==> src/rtl/core/pecf_pkg.sv <==
`timescale 1ns / 1ps
`default_nettype none

package pecf_pkg;

  // digit width of the serial multiplier; must divide 16 and 24 (1, 2, 4 or 8)
  localparam int DEF_DIGIT_W = 4;

  // exact difference of two 32-bit signed values
  localparam int DIFF_W = 33;

  localparam int SMOOTH_GAIN_W = 17;
  localparam int Q24_GAIN_W    = 25;
  localparam int CFG_DATA_W    = 25;
  localparam int CFG_ADDR_W    = 2;

  localparam logic [SMOOTH_GAIN_W-1:0] SMOOTH_ONE = 17'h1_0000;
  localparam logic [Q24_GAIN_W-1:0]    Q24_ONE    = 25'h100_0000;

  localparam logic [SMOOTH_GAIN_W-1:0] SMOOTH_GAIN_RST    = 17'd19661;
  localparam logic [Q24_GAIN_W-1:0]    BIAS_GAIN_RST      = 25'd11177;
  localparam logic [Q24_GAIN_W-1:0]    OFS_LEARN_GAIN_RST = 25'd8389;

  // register indexes
  localparam logic [CFG_ADDR_W-1:0] CFG_SMOOTH_GAIN    = 2'd0;
  localparam logic [CFG_ADDR_W-1:0] CFG_FUSION_ENABLE  = 2'd1;
  localparam logic [CFG_ADDR_W-1:0] CFG_BIAS_GAIN      = 2'd2;
  localparam logic [CFG_ADDR_W-1:0] CFG_OFS_LEARN_GAIN = 2'd3;

  // controller modes
  localparam logic [7:0] MODE_NORMAL = 8'd0;
  localparam logic [7:0] MODE_SPIN_A = 8'd1;
  localparam logic [7:0] MODE_SPIN_B = 8'd2;

  typedef struct packed {
    logic signed [31:0] pos_x;
    logic signed [31:0] pos_y;
    logic signed [31:0] yaw_in;
    logic signed [31:0] ctrl_yaw;
    logic               ctrl_yaw_valid;
    logic        [7:0]  ctrl_mode;
  } pecf_in_t;

  typedef struct packed {
    logic signed [31:0] smooth_x;
    logic signed [31:0] smooth_y;
    logic signed [31:0] smooth_yaw;
    logic signed [31:0] clean_yaw;
  } pecf_out_t;

  // multiply request: step = round(d * g / 2^s), s = 24 when q24 else 16
  typedef struct packed {
    logic                     start;
    logic                     q24;
    logic signed [DIFF_W-1:0] d;
    logic [Q24_GAIN_W-1:0]    g;
  } pecf_mreq_t;

  typedef struct packed {
    logic        done;
    logic [31:0] step;
  } pecf_mres_t;

endpackage

`default_nettype wire

==> src/rtl/core/pose_ema_yaw_complementary_filter.sv <==
`timescale 1ns / 1ps
`default_nettype none

// Channel  Direction  Handshake              Payload
// in       request    in_valid / in_ready    in_data  (pecf_in_t)
// out      result     out_valid / out_ready  out_data (pecf_out_t)
// cfg      write      cfg_we                 cfg_addr, cfg_data
//
// One request at a time. Each multiply runs through a shared digit-serial
// multiplier, D = DIGIT_W bits a cycle, over the s-bit gain fraction (s = 16 or 24).
// Bypassed or first samples skip the pose multiplies.
// rst is synchronous and restores register defaults and clears filter state.
// A result held by out_ready low blocks the next request only at its end.
module pose_ema_yaw_complementary_filter #(
  parameter int DIGIT_W = pecf_pkg::DEF_DIGIT_W
) (
  input  wire                                clk,
  input  wire                                rst,
  input  wire                                in_valid,
  output logic                               in_ready,
  input  pecf_pkg::pecf_in_t                 in_data,
  output logic                               out_valid,
  input  wire                                out_ready,
  output pecf_pkg::pecf_out_t                out_data,
  input  wire                                cfg_we,
  input  wire  [pecf_pkg::CFG_ADDR_W-1:0]    cfg_addr,
  input  wire  [pecf_pkg::CFG_DATA_W-1:0]    cfg_data
);

  import pecf_pkg::*;

  typedef enum logic [3:0] {
    S_IDLE,
    S_MX,
    S_MY,
    S_MYAW,
    S_FUSE,
    S_ALIGN,
    S_MOFS,
    S_MBIAS,
    S_DONE
  } state_t;

  state_t state;

  logic [SMOOTH_GAIN_W-1:0] smooth_gain;
  logic                     fusion_enable;
  logic [Q24_GAIN_W-1:0]    bias_gain;
  logic [Q24_GAIN_W-1:0]    ofs_learn_gain;

  logic [31:0] filt_x;
  logic [31:0] filt_y;
  logic [31:0] filt_yaw;
  logic        smooth_started;
  logic [31:0] yaw_offset;
  logic        offset_started;
  logic [31:0] yaw_bias;

  pecf_in_t    inr;
  logic        byp;
  logic [31:0] clean;

  pecf_mreq_t  mreq;
  pecf_mres_t  mres;

  logic [SMOOTH_GAIN_W-1:0] sg;
  logic [Q24_GAIN_W-1:0]    bg;
  logic [Q24_GAIN_W-1:0]    og;
  logic [Q24_GAIN_W-1:0]    bg_eff;
  logic [31:0]              syaw;
  logic [31:0]              aligned;
  logic [DIFF_W-1:0]        dy;
  logic [31:0]              dyaw;
  logic [31:0]              dofs;
  logic [31:0]              dbias;
  logic [31:0]              bias_new;

  // clamp gains above one
  assign sg = (smooth_gain > SMOOTH_ONE) ? SMOOTH_ONE : smooth_gain;
  assign bg = (bias_gain > Q24_ONE) ? Q24_ONE : bias_gain;
  assign og = (ofs_learn_gain > Q24_ONE) ? Q24_ONE : ofs_learn_gain;

  always_comb begin
    bg_eff = bg;
    // freeze the bias while spinning
    if (inr.ctrl_mode inside {MODE_SPIN_A, MODE_SPIN_B}) begin
      bg_eff = '0;
    end
  end

  assign syaw     = byp ? inr.yaw_in : filt_yaw;
  assign aligned  = inr.ctrl_yaw + yaw_offset;
  assign dy       = {inr.pos_y[31], inr.pos_y} - {filt_y[31], filt_y};
  assign dyaw     = inr.yaw_in - filt_yaw;
  assign dofs     = syaw - aligned;
  assign dbias    = (aligned - syaw) - yaw_bias;
  assign bias_new = yaw_bias + mres.step;

  assign in_ready = (state == S_IDLE);

  pecf_mul #(
    .DIGIT_W (DIGIT_W)
  ) u_mul (
    .clk (clk),
    .rst (rst),
    .req (mreq),
    .res (mres)
  );

  always_ff @(posedge clk) begin
    if (cfg_we) begin
      case (cfg_addr)
        CFG_SMOOTH_GAIN:    smooth_gain    <= cfg_data[SMOOTH_GAIN_W-1:0];
        CFG_FUSION_ENABLE:  fusion_enable  <= cfg_data[0];
        CFG_BIAS_GAIN:      bias_gain      <= cfg_data[Q24_GAIN_W-1:0];
        CFG_OFS_LEARN_GAIN: ofs_learn_gain <= cfg_data[Q24_GAIN_W-1:0];
        default: ;
      endcase
    end
    if (rst) begin
      smooth_gain    <= SMOOTH_GAIN_RST;
      fusion_enable  <= 1'b1;
      bias_gain      <= BIAS_GAIN_RST;
      ofs_learn_gain <= OFS_LEARN_GAIN_RST;
    end
  end

  always_ff @(posedge clk) begin
    mreq.start <= 1'b0;
    if (out_valid && out_ready) begin
      out_valid <= 1'b0;
    end
    case (state)
      S_IDLE: begin
        if (in_valid) begin
          inr <= in_data;
          if (sg == '0) begin
            byp   <= 1'b1;
            state <= S_FUSE;
          end else if (!smooth_started) begin
            byp            <= 1'b0;
            filt_x         <= in_data.pos_x;
            filt_y         <= in_data.pos_y;
            filt_yaw       <= in_data.yaw_in;
            smooth_started <= 1'b1;
            state          <= S_FUSE;
          end else begin
            byp        <= 1'b0;
            mreq.start <= 1'b1;
            mreq.q24   <= 1'b0;
            mreq.d     <= {in_data.pos_x[31], in_data.pos_x} - {filt_x[31], filt_x};
            mreq.g     <= Q24_GAIN_W'(sg);
            state      <= S_MX;
          end
        end
      end
      S_MX: begin
        if (mres.done) begin
          filt_x     <= filt_x + mres.step;
          mreq.start <= 1'b1;
          mreq.d     <= dy;
          state      <= S_MY;
        end
      end
      S_MY: begin
        if (mres.done) begin
          filt_y     <= filt_y + mres.step;
          mreq.start <= 1'b1;
          mreq.d     <= {dyaw[31], dyaw};
          state      <= S_MYAW;
        end
      end
      S_MYAW: begin
        if (mres.done) begin
          filt_yaw <= filt_yaw + mres.step;
          state    <= S_FUSE;
        end
      end
      S_FUSE: begin
        if (fusion_enable && inr.ctrl_yaw_valid) begin
          if (!offset_started) begin
            yaw_offset     <= syaw - inr.ctrl_yaw;
            offset_started <= 1'b1;
          end
          state <= S_ALIGN;
        end else begin
          clean <= syaw;
          state <= S_DONE;
        end
      end
      S_ALIGN: begin
        mreq.start <= 1'b1;
        mreq.q24   <= 1'b1;
        if (inr.ctrl_mode == MODE_NORMAL) begin
          mreq.d <= {dofs[31], dofs};
          mreq.g <= og;
          state  <= S_MOFS;
        end else begin
          mreq.d <= {dbias[31], dbias};
          mreq.g <= bg_eff;
          state  <= S_MBIAS;
        end
      end
      S_MOFS: begin
        // the bias sees the offset from before this update
        if (mres.done) begin
          yaw_offset <= yaw_offset + mres.step;
          mreq.start <= 1'b1;
          mreq.d     <= {dbias[31], dbias};
          mreq.g     <= bg_eff;
          state      <= S_MBIAS;
        end
      end
      S_MBIAS: begin
        if (mres.done) begin
          yaw_bias <= bias_new;
          clean    <= syaw + bias_new;
          state    <= S_DONE;
        end
      end
      S_DONE: begin
        // hold until the output register is free
        if (!out_valid || out_ready) begin
          out_data.smooth_x   <= byp ? inr.pos_x : filt_x;
          out_data.smooth_y   <= byp ? inr.pos_y : filt_y;
          out_data.smooth_yaw <= syaw;
          out_data.clean_yaw  <= clean;
          out_valid           <= 1'b1;
          state               <= S_IDLE;
        end
      end
      default: begin
        state <= S_IDLE;
      end
    endcase
    if (rst) begin
      state          <= S_IDLE;
      out_valid      <= 1'b0;
      mreq.start     <= 1'b0;
      filt_x         <= '0;
      filt_y         <= '0;
      filt_yaw       <= '0;
      smooth_started <= 1'b0;
      yaw_offset     <= '0;
      offset_started <= 1'b0;
      yaw_bias       <= '0;
    end
  end

endmodule

`default_nettype wire

==> src/rtl/core/pecf_mul.sv <==
`timescale 1ns / 1ps
`default_nettype none

module pecf_mul #(
  parameter int DIGIT_W = pecf_pkg::DEF_DIGIT_W
) (
  input  wire                 clk,
  input  wire                 rst,
  input  pecf_pkg::pecf_mreq_t req,
  output pecf_pkg::pecf_mres_t res
);

  import pecf_pkg::*;

  localparam int ACC_W = DIFF_W + DIGIT_W + 1;
  localparam int GSH_W = 24;
  localparam int N16   = 16 / DIGIT_W;
  localparam int N24   = 24 / DIGIT_W;
  localparam int CNT_W = $clog2(N24 + 1);

  logic                     busy;
  logic                     done;
  logic [CNT_W-1:0]         cnt;
  logic [GSH_W-1:0]         gsh;
  logic signed [DIFF_W-1:0] dreg;
  logic signed [ACC_W-1:0]  acc;
  logic                     rbit;
  logic                     full;

  logic [DIGIT_W-1:0]       digit;
  logic signed [ACC_W-1:0]  prod;
  logic signed [ACC_W-1:0]  sum;

  assign digit = gsh[DIGIT_W-1:0];
  assign prod  = $signed({{(ACC_W-DIFF_W){dreg[DIFF_W-1]}}, dreg}) *
                 $signed({{(ACC_W-DIGIT_W){1'b0}}, digit});
  assign sum   = acc + prod;

  always_ff @(posedge clk) begin
    done <= 1'b0;
    if (req.start) begin
      busy <= 1'b1;
      acc  <= '0;
      rbit <= 1'b0;
      dreg <= req.d;
      gsh  <= req.g[GSH_W-1:0];
      // a gain of exactly one passes the difference straight through
      full <= req.q24 ? req.g[24] : req.g[16];
      cnt  <= req.q24 ? CNT_W'(N24) : CNT_W'(N16);
    end else if (busy) begin
      // add one digit's partial product, drop the settled low bits
      acc  <= sum >>> DIGIT_W;
      rbit <= sum[DIGIT_W-1];
      gsh  <= gsh >> DIGIT_W;
      cnt  <= cnt - CNT_W'(1);
      if (cnt == CNT_W'(1)) begin
        busy <= 1'b0;
        done <= 1'b1;
      end
    end
    if (rst) begin
      busy <= 1'b0;
      done <= 1'b0;
    end
  end

  // floor(P / 2^s) plus the bit just below the cut rounds half up
  assign res.done = done;
  assign res.step = full ? dreg[31:0] : (acc[31:0] + {31'b0, rbit});

endmodule

`default_nettype wire

==> config.mk <==
export PLATFORM = sky130hd
export DESIGN_NAME = pose_ema_yaw_complementary_filter
export DESIGN_NICKNAME = d
export VERILOG_FILES = /design/src/rtl/core/pecf_pkg.sv /design/src/rtl/core/pose_ema_yaw_complementary_filter.sv /design/src/rtl/core/pecf_mul.sv
export SDC_FILE = /design/constraint.sdc
export NUM_CORES = 2
export LEC_CHECK = 0
export BUFFER_PORTS_ARGS = -buffer_cell sky130_fd_sc_hd__buf_2
export CAP_MARGIN = 30
export CORE_MARGIN = 3
export CORE_UTILIZATION = 55
export DETAILED_ROUTE_END_ITERATION = 7
export GPL_ROUTABILITY_DRIVEN = 0
export PLACE_DENSITY = 0.76
export SYNTH_ARGS = -nofsm -noshare
export SYNTH_HDL_FRONTEND = slang
export SYNTH_SLANG_ARGS = --single-unit
==> constraint.sdc <==
create_clock -name clk -period 10.29 [get_ports clk]
set_input_delay 1.5435 -clock clk [delete_from_list [all_inputs] [get_ports clk]]
set_output_delay 1.5435 -clock clk [all_outputs]
set_load 0.1 [all_outputs]
# --- Word level (Yosys, flattened, before mapping) ---
# Index checks and enable logic that the tools add are counted.
word_totals:
  reg_bits: 691
  input_bits: 169
  out_inout_bits: 130
  elab_cells: 193
classes:
  n_addsub: 17
  mul: 1
  magnitude_cmp: 3
  n_eq_ne: 27
  muxes: 68
  n_bitwise: 2
  n_reduce_logical: 38
ops:
  columns: ["cell", "n"]
  rows:
  - ["$mux 32", 21]
  - ["$pmux 32 s2", 5]
  - ["$add 32x32->32", 7]
  - ["$mux 60", 3]
  - ["$pmux 33 s5", 1]
  - ["$sub 32x32->32", 5]
  - ["$mux 58", 2]
  - ["$mux 25", 3]
  - ["$pmux 25 s3", 1]
  - ["$mux 33", 2]
  - ["$sub 32x32->33", 2]
  - ["$gt 25x25->1 const B", 2]
  - ["$mux 24", 2]
  - ["$add 34x38->38", 1]
  - ["$mul 33x5->38", 1]
  - ["$pmux 4 s9", 1]
  - ["$add 32x1->32", 1]
  - ["$mux 4", 8]
  - ["$reduce_and 5->1", 4]
  - ["$gt 17x17->1 const B", 1]
  - ["$logic_not 17->1", 1]
  - ["$mux 17", 1]
  - ["$eq 4x3->1 const B", 4]
  - ["$reduce_and 2->1", 8]
  - ["30 further kinds", 69]

# --- Longest topological paths before layout ---
logic_depth:
  depth_word: 6
  depth_mapped: 27
  depth_no_buf: 27

# --- Hierarchy ---
# A second synthesis with hierarchy kept.
hier_totals:
  cells_unflattened: 5883
  area_unflattened_um2: 52780.6
modules_own_cells:
  columns: ["module", "n_inst", "cells_per_inst", "area_each_um2"]
  rows:
  - ["pose_ema_yaw_complementary_filter", 1, 4794, 42758.5]
  - ["pecf_mul", 1, 1089, 10022.1]

# --- Worst setup path after synthesis ---
# OpenSTA, ideal clock, no wires.
synth_path:
  kind: "input to register"
  start: "input port out_ready"
  end: "register out_data[0] in the netlist's numbering (enable)"
  arrival_time_ns: 7.305
  setup_slack_ns: 2.354
  stages: 2
  path_buffers: 0
  path_cell_list: "nand2b_1 -> nor2b_1"
synth_via:
  elab_chain_cells: 2
synth_lines:
  columns: ["item", "line", "rtl"]
  rows:
  - ["start, declared", "pose_ema_yaw_complementary_filter.sv:23", "input wire out_ready,"]
  - ["$logic_or 1x1->1", "pose_ema_yaw_complementary_filter.sv:223", "if (!out_valid || out_ready) begin"]
  - ["$reduce_and 2->1 (no line)", null, null]
  - ["end, declared", "pose_ema_yaw_complementary_filter.sv:24", "output pecf_pkg::pecf_out_t out_data,"]
# No other way between the ends.
# A chain may end at the register's enable or synchronous reset.

# --- Worst setup path after layout ---
layout_path:
  start: "register u_mul.acc[3]"
  end: "register clean[30], data pin"
layout_via:
  elab_chain_cells: 6
layout_lines:
  columns: ["item", "line", "rtl"]
  rows:
  - ["start, declared", "pecf_mul.sv:26", "logic signed [ACC_W-1:0] acc;"]
  - ["start signal, assigned", "pecf_mul.sv:52", "acc <= sum >>> DIGIT_W;"]
  - ["$add 32x1->32", "pecf_mul.sv:69", "assign res.step = full ? dreg[31:0] : (acc[31:0] + {31'b0, rbit});"]
  - ["$mux 32", "pecf_mul.sv:69", null]
  - ["$add 32x32->32", "pose_ema_yaw_complementary_filter.sv:97", "assign bias_new = yaw_bias + mres.step;"]
  - ["net bias_new[21]", "pose_ema_yaw_complementary_filter.sv:76", "logic [31:0] bias_new;"]
  - ["$add 32x32->32", "pose_ema_yaw_complementary_filter.sv:217", "clean <= syaw + bias_new;"]
  - ["$mux 32", "pose_ema_yaw_complementary_filter.sv:215", "if (mres.done) begin"]
  - ["$pmux 32 s2", "pose_ema_yaw_complementary_filter.sv:133", "case (state)"]
  - ["end signal, assigned", "pose_ema_yaw_complementary_filter.sv:187", "clean <= syaw;"]
  - ["end signal, assigned", "pose_ema_yaw_complementary_filter.sv:217", null]
  - ["end, declared", "pose_ema_yaw_complementary_filter.sv:61", "logic [31:0] clean;"]
# The timed path passes the listed nets, and every way through them passes these cells. The select of a mux whose other input is x is not followed.

==> results_dict.tcl <==
set metrics [dict create \
    numCtsBuffers 79 \
    async_flop_share 0 \
    drive_above_1_share 0.1014 \
    arrival_ns 7.21 \
    start_util 0.5594 \
    finalSetupTns_ns 0 \
    reg2regPathDepth 25 \
    wl_met2_mm 73.83 \
    rsz0062_at_grt "false" \
    fmax_mhz 147.5 \
    clock_skew_ns 0.03965 \
    path_clk_slew_ns 0.07 \
    wirelength_mm 167.6 \
    drv_cap 0 \
    viasPerCell 6.327 \
    die_h_um 318.0 \
    grt_pass1_wl_mm 254.2 \
    antenna_left 0 \
    drt-met1-wl_mm 68.75 \
    grt.total_usage 0.3181 \
    ys_types 109 \
    clk_latency_ns 0.69 \
    final_core_util 0.6218 \
    drv_slew 0 \
    synth-seq-area-share 0.3365 \
    crit_path_max_fanout 8 \
    finalSetupViolations 0 \
    io_pins 299 \
    worstHoldPathCells 0 \
    cp_num_cells 25 \
    core-area_um2 95720 \
    relSlewSlack 0.2961 \
    detail_route.wl_per_cell_um 22.14 \
    ctsResizeCount 0 \
    io_buffers 298 \
    grt_overflow_total 0 \
    worstPathRequired_ns 10.72 \
    nets 7034 \
    dpl.hpwl_mm 129.0 \
    outcome "completed" \
    p_leak_uw 0.02550 \
    hold_slack_ns 0.4141 \
    clockRootBuffer "clkbuf_16" \
    path_buf_inv 1 \
    startpoint_type "flip-flop" \
    synth_area_per_cell_um2 8.973 \
    endpoint_kind "flip-flop" \
    drc_errors 0 \
    cts.hold.buffers_added 0 \
    antenna_found_initial 4 \
    synth-seq-cells 691 \
    tightestPinTransition_ns 1.056 \
    grt_max_degree 109 \
    synthToLayoutAreaGrowth_pct 11.17 \
    vias 47910 \
    vdd_ir_drop_max_v 0.0001943 \
    die_area_um2 101100 \
    power_density_nw_per_um2 375.1 \
    top_layer "met4" \
    hold_violations 0 \
    netlist_instances 5967 \
    synthesis.area_um2 53540 \
    tritoncts "done" \
    yosys_warnings 0 \
    routed-wl-met3_mm 18.06 \
    place_ws_ns 3.662 \
    dr.pass1.iters 8 \
    ys.flop_type "edfxtp_1" \
    worst_slack_ns 3.510 \
    syn_nets 6762 \
    cp_slowest_stage_delay_ns 0.61 \
    period_share 0.6589 \
    die_x_um 318.0 \
    max-clock-path-buffers 3 \
    drtIter0Drc 5212 \
    grt_pass1_vias 45150 \
    rows 113 \
    crit_type "flip-flop to flip-flop" \
    fin_crit_ns 6.780 \
    hp-class "flip-flop to flip-flop" \
    clkSinkCount 691 \
    path_delay_family "compound AO/OA/AOI/OAI gates" \
    synth_edf_count 418 \
    htreeDepth 3 \
    cp_slowest_cell "o21ai_0" \
    post_cts_buffers 0 \
]
[sequential cells by signal, indices dropped and copies added, names as in the netlist, 17 cells and up]
| register | cells |
|---|---|
| filt_yaw | 32 |
| u_mul.gsh | 24 |
| filt_y | 32 |
| ofs_learn_gain | 25 |
| u_mul.dreg | 33 |
| yaw_offset | 32 |
| out_data | 128 |
| filt_x | 32 |
| inr | 137 |
| bias_gain | 25 |
| smooth_gain | 17 |
| u_mul.acc | 34 |
| yaw_bias | 32 |
| clean | 32 |
| mreq | 60 |
[metal layers]
| layer | up-vias | GRT usage |
|---|---|---|
| li1 | 22170 | - |
| met1 | 22830 | 0.4357 |
| met2 | 2528 | 0.4998 |
| met3 | 382 | 0.05889 |
| met4 | 0 | 0.1253 |
| met5 | - | 0 |
[synth_stat cells, drive strengths merged, types with 28 or more instances]
master | count | area (um^2)
nor4 | 33 | 227.7
a311oi | 32 | 286.5
nand3 | 121 | 605.6
and2 | 143 | 894.6
and3 | 54 | 347.8
nor2 | 369 | 1385
mux2i | 44 | 444.2
inv | 479 | 1798
nor3 | 89 | 445.4
a31oi | 53 | 337.8
o21bai | 52 | 390.4
nand2 | 636 | 2387
a21o | 198 | 1489
o211ai | 61 | 476.7
a211oi | 122 | 930.9
fa | 143 | 2863
edfxtp | 418 | 12550
mux2 | 28 | 315.3
clkbuf | 192 | 784.5
or3 | 32 | 201.5
a221oi | 36 | 315.3
xnor2 | 230 | 2014
o21ai | 386 | 1936
ha | 483 | 6043
dfxtp | 273 | 5465
xor2 | 164 | 1436
nor2b | 51 | 319.1
a21oi | 507 | 2564
nand2b | 65 | 406.6
o21a | 55 | 412.9
nand4 | 49 | 306.5
[cell type report]
type | instances | area [um^2]
diodes | 4 | 10.01
clock buffers | 100 | 2126
clock inverters | 45 | 615.6
fillers | 8012 | 36200
inverters | 479 | 1803
multi-input cells | 4590 | 32970
flip-flops and latches | 691 | 18020
well taps | 1265 | 1583
repair buffers | 398 | 2394
[path summary, 6_finish.rpt]
path | from | endpoint | slack [ns]
hold reg to reg | mreq[44] | u_mul.dreg[19] | 0.41
hold / removal | mreq[44] | u_mul.dreg[19] | 0.41
setup / recovery | u_mul.acc[3] | clean[30] | 3.51
setup reg to reg | u_mul.acc[3] | clean[30] | 3.51
[where the power goes]
part           internal (uW)  switching (uW)
combinational           5500            9460
sequential              3880             468
clock                   1780            1240
total                  11200           11200
[per-stage QoR]
step                      total power, uW  area, um^2  cells
after floorplan                     15070       53540   5967
after global placement              18450       56550   7413
after detailed placement            18800       56720   7421
after CTS                           21950       59460   7566
after global routing                23830       59510   7569
final                               22330       59520   7572
[placed cells by master, fill, tap and decap left out, types with 143 or more instances in the layout]
cell      count
nand2_1     634
a21oi_1     502
ha_1        483
inv_1       477
edfxtp_1    418
o21ai_0     376
nor2_1      367
buf_2       298
dfxtp_1     272
xnor2_1     230
a21o_1      196
xor2_1      164
and2_1      143
fa_1        143
[worst reg2reg max path, cell delays in order, from the launching register on]
cell and delay, ns:
dfxtp_1 0.50, and4_1 0.27, nand3_1 0.11, nor2_1 0.27
nand3_1 0.30, nor2_1 0.28, nand2_1 0.10, xor2_1 0.15
o21ai_0 0.61, buf_4 0.29, ha_1 0.28, a21o_1 0.17
a21o_1 0.18, or3_1 0.32, nor3_1 0.38, nor2_1 0.10
xor2_1 0.22, ha_1 0.34, a21oi_1 0.15, nand2_1 0.08
o32ai_1 0.24, a21oi_1 0.13, a221oi_1 0.59, o21ai_0 0.25
xnor2_1 0.18, a21oi_1 0.08
[kinds of logic after synthesis]
group                      Yosys count  share of synthesized area
muxes                               72                    0.01418
buffers and inverters              686                    0.04968
adders and majority gates          626                     0.1663
xor gates and xnor gates           395                    0.06487
and+or+nand+nor                   1711                     0.1508
AOI/OAI and AO/OA                 1786                     0.2176
DFF                                691                     0.3365
No activity file was read; power rests on OpenSTA's default activity.
